<file path="src/hpq_pkg.sv">
package hpq_pkg;

  localparam int VALUE_W  = 32;
  localparam int MODE_W   = 2;
  localparam int STATUS_W = 2;
  localparam int COUNT_W  = 7;

  typedef logic [MODE_W-1:0]          mode_t;
  typedef logic signed [VALUE_W-1:0]  value_t;
  typedef logic [STATUS_W-1:0]        status_t;
  typedef logic [COUNT_W-1:0]         count_t;

  // request operations
  localparam mode_t MODE_INSERT  = 2'd0;
  localparam mode_t MODE_EXTRACT = 2'd1;
  localparam mode_t MODE_REPLACE = 2'd2;
  localparam mode_t MODE_PEEK    = 2'd3;

  // response status codes
  localparam status_t ST_OK    = 2'd0;
  localparam status_t ST_FULL  = 2'd1;
  localparam status_t ST_EMPTY = 2'd2;

endpackage

</file>
<file path="src/hpq_ifs.sv">
interface hpq_req_if;
  logic           valid;
  logic           ready;
  hpq_pkg::mode_t  mode;
  hpq_pkg::value_t value;

  modport source (output valid, output mode, output value, input ready);
  modport sink (input valid, input mode, input value, output ready);
endinterface

interface hpq_rsp_if;
  logic             valid;
  logic             ready;
  hpq_pkg::value_t  top_value;
  hpq_pkg::status_t status;
  hpq_pkg::count_t  entry_count;

  modport source (output valid, output top_value, output status, output entry_count,
                  input ready);
  modport sink (input valid, input top_value, input status, input entry_count,
                output ready);
endinterface

</file>
<file path="src/max_heap_priority_queue.sv">
// channel | dir | payload                              | one transaction
// --------+-----+--------------------------------------+-------------------------------
// req     | in  | mode, value                          | one heap operation
// rsp     | out | top_value, status, entry_count       | one result per operation
//
// one operation at a time, stepping through the sequencer states below
// flagged request: idle, result; peek, or extract / replace on a one-entry heap:
//   idle, load, result; insert: idle, sift-up once per level climbed, put or result
// extract / replace: idle, load, sift-down once per level descended, put or result
//   (both children read in the same cycle from the two read ports of the heap memory)
// reset clears count and control only
// a new request is taken while a finished result still waits on rsp; the block stalls
//   before loading a further result until the previous one is taken

module max_heap_priority_queue #(
  parameter int HEAP_DEPTH = 64
) (
  input logic        clk,
  input logic        rst,
  hpq_req_if.sink    req,
  hpq_rsp_if.source  rsp
);

  // index widths: AW addresses the store, CW holds the count, IW holds child indexes
  localparam int AW = (HEAP_DEPTH > 1) ? $clog2(HEAP_DEPTH) : 1;
  localparam int CW = $clog2(HEAP_DEPTH + 1);
  localparam int IW = AW + 2;
  localparam int OW = hpq_pkg::COUNT_W;

  // sequencer states
  localparam logic [2:0] S_IDLE   = 3'd0;
  localparam logic [2:0] S_UP     = 3'd1;
  localparam logic [2:0] S_LOAD   = 3'd2;
  localparam logic [2:0] S_DN     = 3'd3;
  localparam logic [2:0] S_PUT    = 3'd4;
  localparam logic [2:0] S_RESULT = 3'd5;

  // heap store: one write port, two registered read ports
  hpq_pkg::value_t heap_mem [HEAP_DEPTH];
  hpq_pkg::value_t rd_a;
  hpq_pkg::value_t rd_b;
  logic [AW-1:0]   ra;
  logic [AW-1:0]   rb;
  logic            mem_we;
  logic [AW-1:0]   mem_wa;
  hpq_pkg::value_t mem_wd;

  // control and working registers
  logic [2:0]       state, state_next;
  logic [CW-1:0]    count, count_next;
  logic [AW-1:0]    pos, pos_next;
  hpq_pkg::value_t  mov, mov_next;
  hpq_pkg::value_t  top, top_next;
  hpq_pkg::value_t  val_r, val_next;
  hpq_pkg::mode_t   mode_r, mode_next;
  hpq_pkg::status_t status_r, status_next;

  // output register
  logic             rsp_valid;
  hpq_pkg::value_t  rsp_top;
  hpq_pkg::status_t rsp_status;
  hpq_pkg::count_t  rsp_count;
  logic             rsp_load;
  logic             out_free;

  // index arithmetic
  logic [IW-1:0]   pos_w, cnt_w, cnt_m1, in_par;
  logic [IW-1:0]   par_pos, par_par;
  logic [IW-1:0]   c_idx, c_idx_p1, cs, nc, nc_p1;
  logic [IW-1:0]   one_w, two_w;
  logic            right_ok, pick_r;
  hpq_pkg::value_t big;
  hpq_pkg::value_t mov_sel;

  assign pos_w    = IW'(pos);
  assign cnt_w    = IW'(count);
  assign cnt_m1   = cnt_w - 1'b1;
  assign in_par   = cnt_m1 >> 1;
  assign par_pos  = (pos_w - 1'b1) >> 1;
  assign par_par  = (par_pos - 1'b1) >> 1;
  assign one_w    = IW'(1);
  assign two_w    = IW'(2);

  // sift-down: pick the larger child, right one only when it is below the count
  assign c_idx    = (pos_w << 1) + 1'b1;
  assign c_idx_p1 = c_idx + 1'b1;
  assign right_ok = c_idx_p1 < cnt_w;
  assign pick_r   = right_ok && (rd_b > rd_a);
  assign big      = pick_r ? rd_b : rd_a;
  assign cs       = pick_r ? c_idx_p1 : c_idx;
  assign nc       = (cs << 1) + 1'b1;
  assign nc_p1    = nc + 1'b1;

  // extract moves the last entry to the root, replace puts the new value there
  assign mov_sel  = (mode_r == hpq_pkg::MODE_EXTRACT) ? rd_b : val_r;

  assign out_free = !rsp_valid || rsp.ready;
  assign req.ready = (state == S_IDLE);

  always_comb begin
    state_next  = state;
    count_next  = count;
    pos_next    = pos;
    mov_next    = mov;
    top_next    = top;
    val_next    = val_r;
    mode_next   = mode_r;
    status_next = status_r;
    ra          = '0;
    rb          = '0;
    mem_we      = 1'b0;
    mem_wa      = pos;
    mem_wd      = mov;
    rsp_load    = 1'b0;
    unique case (state)
      S_IDLE: begin
        if (req.valid) begin
          mode_next   = req.mode;
          val_next    = req.value;
          top_next    = '0;
          status_next = hpq_pkg::ST_OK;
          if (req.mode == hpq_pkg::MODE_INSERT) begin
            if (cnt_w >= IW'(HEAP_DEPTH)) begin
              // full: drop the value
              status_next = hpq_pkg::ST_FULL;
              state_next  = S_RESULT;
            end else begin
              count_next = count + 1'b1;
              pos_next   = count[AW-1:0];
              mov_next   = req.value;
              ra         = in_par[AW-1:0];
              state_next = (count == '0) ? S_PUT : S_UP;
            end
          end else if (count == '0) begin
            status_next = hpq_pkg::ST_EMPTY;
            state_next  = S_RESULT;
          end else begin
            // fetch root and last entry together
            ra = '0;
            rb = cnt_m1[AW-1:0];
            if (req.mode == hpq_pkg::MODE_EXTRACT) begin
              count_next = count - 1'b1;
            end
            state_next = S_LOAD;
          end
        end
      end
      S_UP: begin
        // rd_a holds the parent of pos
        mem_we = 1'b1;
        mem_wa = pos;
        if (mov > rd_a) begin
          mem_wd   = rd_a;
          pos_next = par_pos[AW-1:0];
          if (par_pos == '0) begin
            state_next = S_PUT;
          end else begin
            ra = par_par[AW-1:0];
          end
        end else begin
          mem_wd     = mov;
          state_next = S_RESULT;
        end
      end
      S_LOAD: begin
        top_next = rd_a;
        if (mode_r == hpq_pkg::MODE_PEEK) begin
          state_next = S_RESULT;
        end else begin
          mov_next = mov_sel;
          pos_next = '0;
          if (count == '0) begin
            // the only entry was taken out
            state_next = S_RESULT;
          end else if (count == CW'(1)) begin
            mem_we     = 1'b1;
            mem_wa     = '0;
            mem_wd     = mov_sel;
            state_next = S_RESULT;
          end else begin
            ra         = one_w[AW-1:0];
            rb         = two_w[AW-1:0];
            state_next = S_DN;
          end
        end
      end
      S_DN: begin
        // rd_a and rd_b hold the children of pos
        mem_we = 1'b1;
        mem_wa = pos;
        if (big > mov) begin
          mem_wd   = big;
          pos_next = cs[AW-1:0];
          if (nc >= cnt_w) begin
            state_next = S_PUT;
          end else begin
            ra = nc[AW-1:0];
            rb = nc_p1[AW-1:0];
          end
        end else begin
          mem_wd     = mov;
          state_next = S_RESULT;
        end
      end
      S_PUT: begin
        mem_we     = 1'b1;
        mem_wa     = pos;
        mem_wd     = mov;
        state_next = S_RESULT;
      end
      S_RESULT: begin
        if (out_free) begin
          rsp_load   = 1'b1;
          state_next = S_IDLE;
        end
      end
      default: begin
        state_next = S_IDLE;
      end
    endcase
  end

  // heap memory
  always_ff @(posedge clk) begin
    rd_a <= heap_mem[ra];
    rd_b <= heap_mem[rb];
    if (mem_we) begin
      heap_mem[mem_wa] <= mem_wd;
    end
  end

  always_ff @(posedge clk) begin
    if (rst) begin
      state     <= S_IDLE;
      count     <= '0;
      rsp_valid <= 1'b0;
    end else begin
      state <= state_next;
      count <= count_next;
      if (rsp_load) begin
        rsp_valid <= 1'b1;
      end else if (rsp.ready) begin
        rsp_valid <= 1'b0;
      end
    end
  end

  always_ff @(posedge clk) begin
    pos      <= pos_next;
    mov      <= mov_next;
    top      <= top_next;
    val_r    <= val_next;
    mode_r   <= mode_next;
    status_r <= status_next;
    if (rsp_load) begin
      rsp_top    <= top;
      rsp_status <= status_r;
      rsp_count  <= OW'(count);
    end
  end

  assign rsp.valid       = rsp_valid;
  assign rsp.top_value   = rsp_top;
  assign rsp.status      = rsp_status;
  assign rsp.entry_count = rsp_count;

`ifndef SYNTHESIS
  a_count_bound: assert property (@(posedge clk) disable iff (rst)
    count <= CW'(HEAP_DEPTH))
    else $error("entry count above heap depth");

  a_write_busy: assert property (@(posedge clk) disable iff (rst)
    mem_we |-> (state != S_IDLE && state != S_RESULT))
    else $error("store written outside an operation");

  a_up_pos: assert property (@(posedge clk) disable iff (rst)
    (state == S_UP) |-> (pos != '0))
    else $error("sift-up running at the root");

  a_dn_child: assert property (@(posedge clk) disable iff (rst)
    (state == S_DN) |-> (c_idx < cnt_w))
    else $error("sift-down reading past the last entry");

  a_result_load: assert property (@(posedge clk) disable iff (rst)
    rsp_load |=> (rsp_valid && state == S_IDLE))
    else $error("result not presented after load");
`endif

endmodule
</file>
<file path="src/flat_wrapper.sv">
// flat-port wrapper written by rule: the top's interface ports become plain ports
module max_heap_priority_queue_flat 
#(
  parameter int HEAP_DEPTH = 64
)
  (clk, rst, req_valid, req_mode, req_value, req_ready, rsp_valid, rsp_top_value, rsp_status, rsp_entry_count, rsp_ready);
  hpq_req_if req_i ();
  hpq_rsp_if rsp_i ();
  input logic clk;
  input logic rst;
  input wire logic [$bits(req_i.valid)-1:0] req_valid;
  input wire logic [$bits(req_i.mode)-1:0] req_mode;
  input wire logic [$bits(req_i.value)-1:0] req_value;
  output wire logic [$bits(req_i.ready)-1:0] req_ready;
  output wire logic [$bits(rsp_i.valid)-1:0] rsp_valid;
  output wire logic [$bits(rsp_i.top_value)-1:0] rsp_top_value;
  output wire logic [$bits(rsp_i.status)-1:0] rsp_status;
  output wire logic [$bits(rsp_i.entry_count)-1:0] rsp_entry_count;
  input wire logic [$bits(rsp_i.ready)-1:0] rsp_ready;
  assign req_i.valid = req_valid;
  assign req_i.mode = req_mode;
  assign req_i.value = req_value;
  assign req_ready = req_i.ready;
  assign rsp_valid = rsp_i.valid;
  assign rsp_top_value = rsp_i.top_value;
  assign rsp_status = rsp_i.status;
  assign rsp_entry_count = rsp_i.entry_count;
  assign rsp_i.ready = rsp_ready;
  max_heap_priority_queue #(.HEAP_DEPTH(HEAP_DEPTH)) u_core (.clk(clk), .rst(rst), .req(req_i), .rsp(rsp_i));
endmodule
</file>
<file path="config.mk">
export PLATFORM = sky130hd
export DESIGN_NAME = max_heap_priority_queue_flat
export DESIGN_NICKNAME = d
export VERILOG_FILES = /design/src/hpq_pkg.sv /design/src/hpq_ifs.sv /design/src/max_heap_priority_queue.sv /design/src/flat_wrapper.sv
export SDC_FILE = /design/constraint.sdc
export NUM_CORES = 2
export LEC_CHECK = 0
export BUFFER_PORTS_ARGS = -buffer_cell sky130_fd_sc_hd__buf_2
export CAP_MARGIN = 5
export CORE_MARGIN = 2
export CORE_UTILIZATION = 35
export DETAILED_ROUTE_END_ITERATION = 7
export SLEW_MARGIN = 10
export SYNTH_ARGS = -nofsm -noshare
export SYNTH_HDL_FRONTEND = slang
export SYNTH_SLANG_ARGS = --single-unit
export TNS_END_PERCENT = 20
</file>
<file path="constraint.sdc">
create_clock -name clk -period 29.2 [get_ports clk]
set_input_delay 5.84 -clock clk [delete_from_list [all_inputs] [get_ports clk]]
set_output_delay 5.84 -clock clk [all_outputs]
set_load 0.005 [all_outputs]
</file>
==> results.yml <==
global_routing:
  grt_usage: 0.242
  grt_pass1_vias: 71745
  antenna_found_initial: 27
  grt_max_degree: 145
  overflow: 0
  grt_pass1_wl_mm: 548
worst_setup_path:
  reg2reg_slack_ps: 17660
  path_depth: 32
  reg2regPathDepth: 32
  crit_path_max_fanout: 114
  setup.worst_path.end: "u_core.rd_a[14]"
  cp-start-kind: "register"
  cp_data_arrival_time_ps: 12270
  cp-startpoint: "u_core.pos[2]"
  worstSetupPathType: "register to register"
  reg2reg_from: "u_core.pos[2]"
  path_buf_inv: 6
  cp.required_ps: 29930
  slowest_delay_ps: 810
  critPathTopFamily: "simple AND/OR/NAND/NOR gates"
  r2r-end: "u_core.rd_a[14]"
  crit_slowest_cell: "buf_4"
  critical_path.endpoint_type: "register"
routing:
  drc_errors: 1
  via_per_inst: 6.37
  vias: 74263
  firstDrtPassIters: 8
  drt-wirelength-per-cell_um: 33.7
  drt_wl_total_mm: 393
  drt_iter0_drc: 11807
  postRouteAntennaNets: 0
floorplanning:
  start_util: 0.351
  die_w_um: 560
  rows: 204
  coreArea_sq_mm: 0.308
  io_pins: 81
  fp.dieH_um: 560
  dieArea_sq_mm: 0.314
clock_network:
  clkSlewWorstSetupHoldPaths_ps: 70
  clk_latency_ps: 920
  numCtsBuffers: 232
  cts-hold-fix-buffers: 0
  cts.sinks: 2270
  cts_resized: 0
  post_cts_buffers: 0
  cts_tree: "yes"
  htree_levels: 4
  cts-root-buf: "clkbuf_16"
  cts_max_path_buffers: 4
logic_synthesis:
  seq_area_frac_synth: 0.623
  synth_seq_cells: 2270
  syn-instance-count: 7362
  yosys.cell_types.count: 76
  avgSynthCellArea_sq_um: 14.7
  synthFlopType: "edfxtp_1"
  synthArstFlopShare: 0
  synth_fp_nets: 7516
  synthesis.area_sq_mm: 0.108
  yosys_warnings: 0
  synth-edff-count: 2195
power:
  power.share.sequential: 0.385
  p_clk_frac: 0.261
  p_leak_uw: 0.0417
  netSwitchingFraction: 0.383
  p_switching_uw: 4510
  combPwrFrac: 0.355
  max-vdd-ir-drop_mv: 0.0748
  p_int_uw: 7250
  p_total_uw: 11800
  p_per_area_mw_per_mm2: 96.2
timing:
  final_hold_viol_count: 0
  max-slew-margin-rel: 0.197
  fin_setup_tns_ps: 0
  drv_slew: 0
  period_needed_ps: 11540
  layout_setup_ws_ps: 17660
  fin_skew_ps: 56.1
  setup_viol: 0
  rsz0062_at_grt: "false"
  tightest_slew_ps: 1170
  whs_ps: 412
  period_share: 0.395
  max_freq_ghz: 0.0867
place:
  dp_hpwl_mm: 224
  pre_cts_ws_ps: 17340
  portBuffers: 80
  gp_routability_congestion: 0.925
worst_hold_path:
  hold_path_depth: 0
  min_path_type: "register to register"
  holdCritStartpoint: "u_core.top[6]"
outcome:
  outcome: "finished, violations left"
  violations: "DRC"
layout:
  layout.nets: 7499
  final_layout_size_suffix_gt1_frac: 0.195
  area_growth_pct: 12.9
flow_run:
  cap_violations: 0
[worst register-to-register path, delay by kind of cell (launching register included)]
family,cells,cell delay [ps]
compound gates,10,2600
simple gates,12,3780
xor+xnor,1,260
buf+inv,6,3280
flops,1,730
mux,1,160
fa+ha+maj,2,600
[per-stage QoR]
step / util / area (sq um) / instances
floorplan: - / 108000 / 7362
global placement: 0.371 / 114000 / 11231
detailed placement: 0.371 / 114000 / 11231
CTS: 0.396 / 122000 / 11654
global route: 0.396 / 122000 / 11655
finish: 0.396 / 122000 / 11663
[layer usage]
layer  global-route usage  vias to the layer above  share of wire
li1                     -                    29373              -
met1                0.325                    38135           0.37
met2                0.365                     5708           0.44
met3               0.0670                     1031           0.14
met4                0.112                       16          0.052
met5                    0                        -        0.00028
[cell families after synthesis]
logic type,count (synthesis),share of synthesized area
AO/OA/AOI/OAI,1368,0.0825
XOR/XNOR,26,0.00210
adder cells (fa/ha/maj),116,0.0134
buffers and inverters,655,0.0243
flip-flops,2270,0.623
multiplexers,1172,0.184
AND/OR/NAND/NOR,1755,0.0709
[synthesized netlist by cell type, drive strengths merged (17+ instances only)]
library cell / number / share of area
a211oi: 139 / 0.0097
a21boi: 27 / 0.0019
a21o: 21 / 0.0015
a21oi: 452 / 0.021
a221o: 26 / 0.0024
a221oi: 32 / 0.0029
a22o: 24 / 0.0019
a22oi: 174 / 0.012
a31oi: 168 / 0.0097
a32oi: 35 / 0.0028
and2: 37 / 0.0021
and3: 132 / 0.0076
buf: 189 / 0.0082
clkbuf: 360 / 0.012
dfxtp: 75 / 0.014
edfxtp: 2195 / 0.61
ha: 116 / 0.013
inv: 106 / 0.0037
mux2i: 515 / 0.048
mux4: 655 / 0.14
nand2: 1023 / 0.035
nand3: 219 / 0.010
nand4: 43 / 0.0025
nor2: 202 / 0.0070
nor3: 17 / 0.00083
o211ai: 89 / 0.0062
o21ai: 116 / 0.0054
or3: 20 / 0.0012
xnor2: 18 / 0.0015
[power by group through the flow]
stage                     combinational, uW  sequential [uW]  clock (uW)
after floorplan                        2450             4440           0
after global placement                 4000             4570           0
after detailed placement               4050             4570           0
after CTS                              4070             4500        3090
after global routing                   4370             4520        3210
final                                  4170             4520        3060
[how the worst min path moves through the flow]
stage | end | slack (ps)
global route | u_core.rsp.top_value[25] | 430
finish | u_core.rsp.top_value[6] | 410
detailed placement | u_core.rsp.top_value[31] | 400
floorplan | u_core.rsp.status[0] | 400
CTS | u_core.rsp.top_value[6] | 410
global placement | u_core.rsp.top_value[23] | 400
[state kept, by name, indices dropped and copies added, names as in the netlist, 3 cells and up]
| name | count |
|---|---|
| u_core.top | 32 |
| u_core.rsp.entry_count | 7 |
| u_core.rd_a | 32 |
| u_core.mov | 32 |
| u_core.rd_b | 32 |
| u_core.heap_mem | 2048 |
| u_core.pos | 6 |
| u_core.val_r | 32 |
| u_core.count | 7 |
| u_core.rsp.top_value | 32 |
| u_core.state | 3 |
[final cells by class]
class	instances	area, sq um
fillers	28168	186000
repair buffers	298	2170
well taps	4120	5150
multi-input cells	4437	39400
clock buffers	293	6210
inverters	106	398
flip-flops and latches	2270	67400
clock inverters	130	1490
diodes	9	22.5
[cell usage in the layout, fill, tap and decap left out, drive strengths merged, types with 8 or more instances in the layout]
cell type and n:
a32oi 35, a31oi 168, mux2i 515, nor2b 10
nand4 43, diode 9, dfxtp 75, xor2 8
a221o 26, nor3 17, ha 116, bufinv 28
a211oi 139, a22oi 174, nand3b 8, or3 20
xnor2 18, o21ai 116, inv 115, clkinvlp 18
and3 132, clkinv 75, and2 37, o211ai 89
nand2b 13, nor2 202, edfxtp 2195, a22o 24
a221oi 32, nand2 1023, a21oi 452, clkbuf 293
a21o 21, nand3 219, o22ai 12, nor4 11
a21boi 27, mux4 655, buf 298
Power figures use the tool's default switching activity.
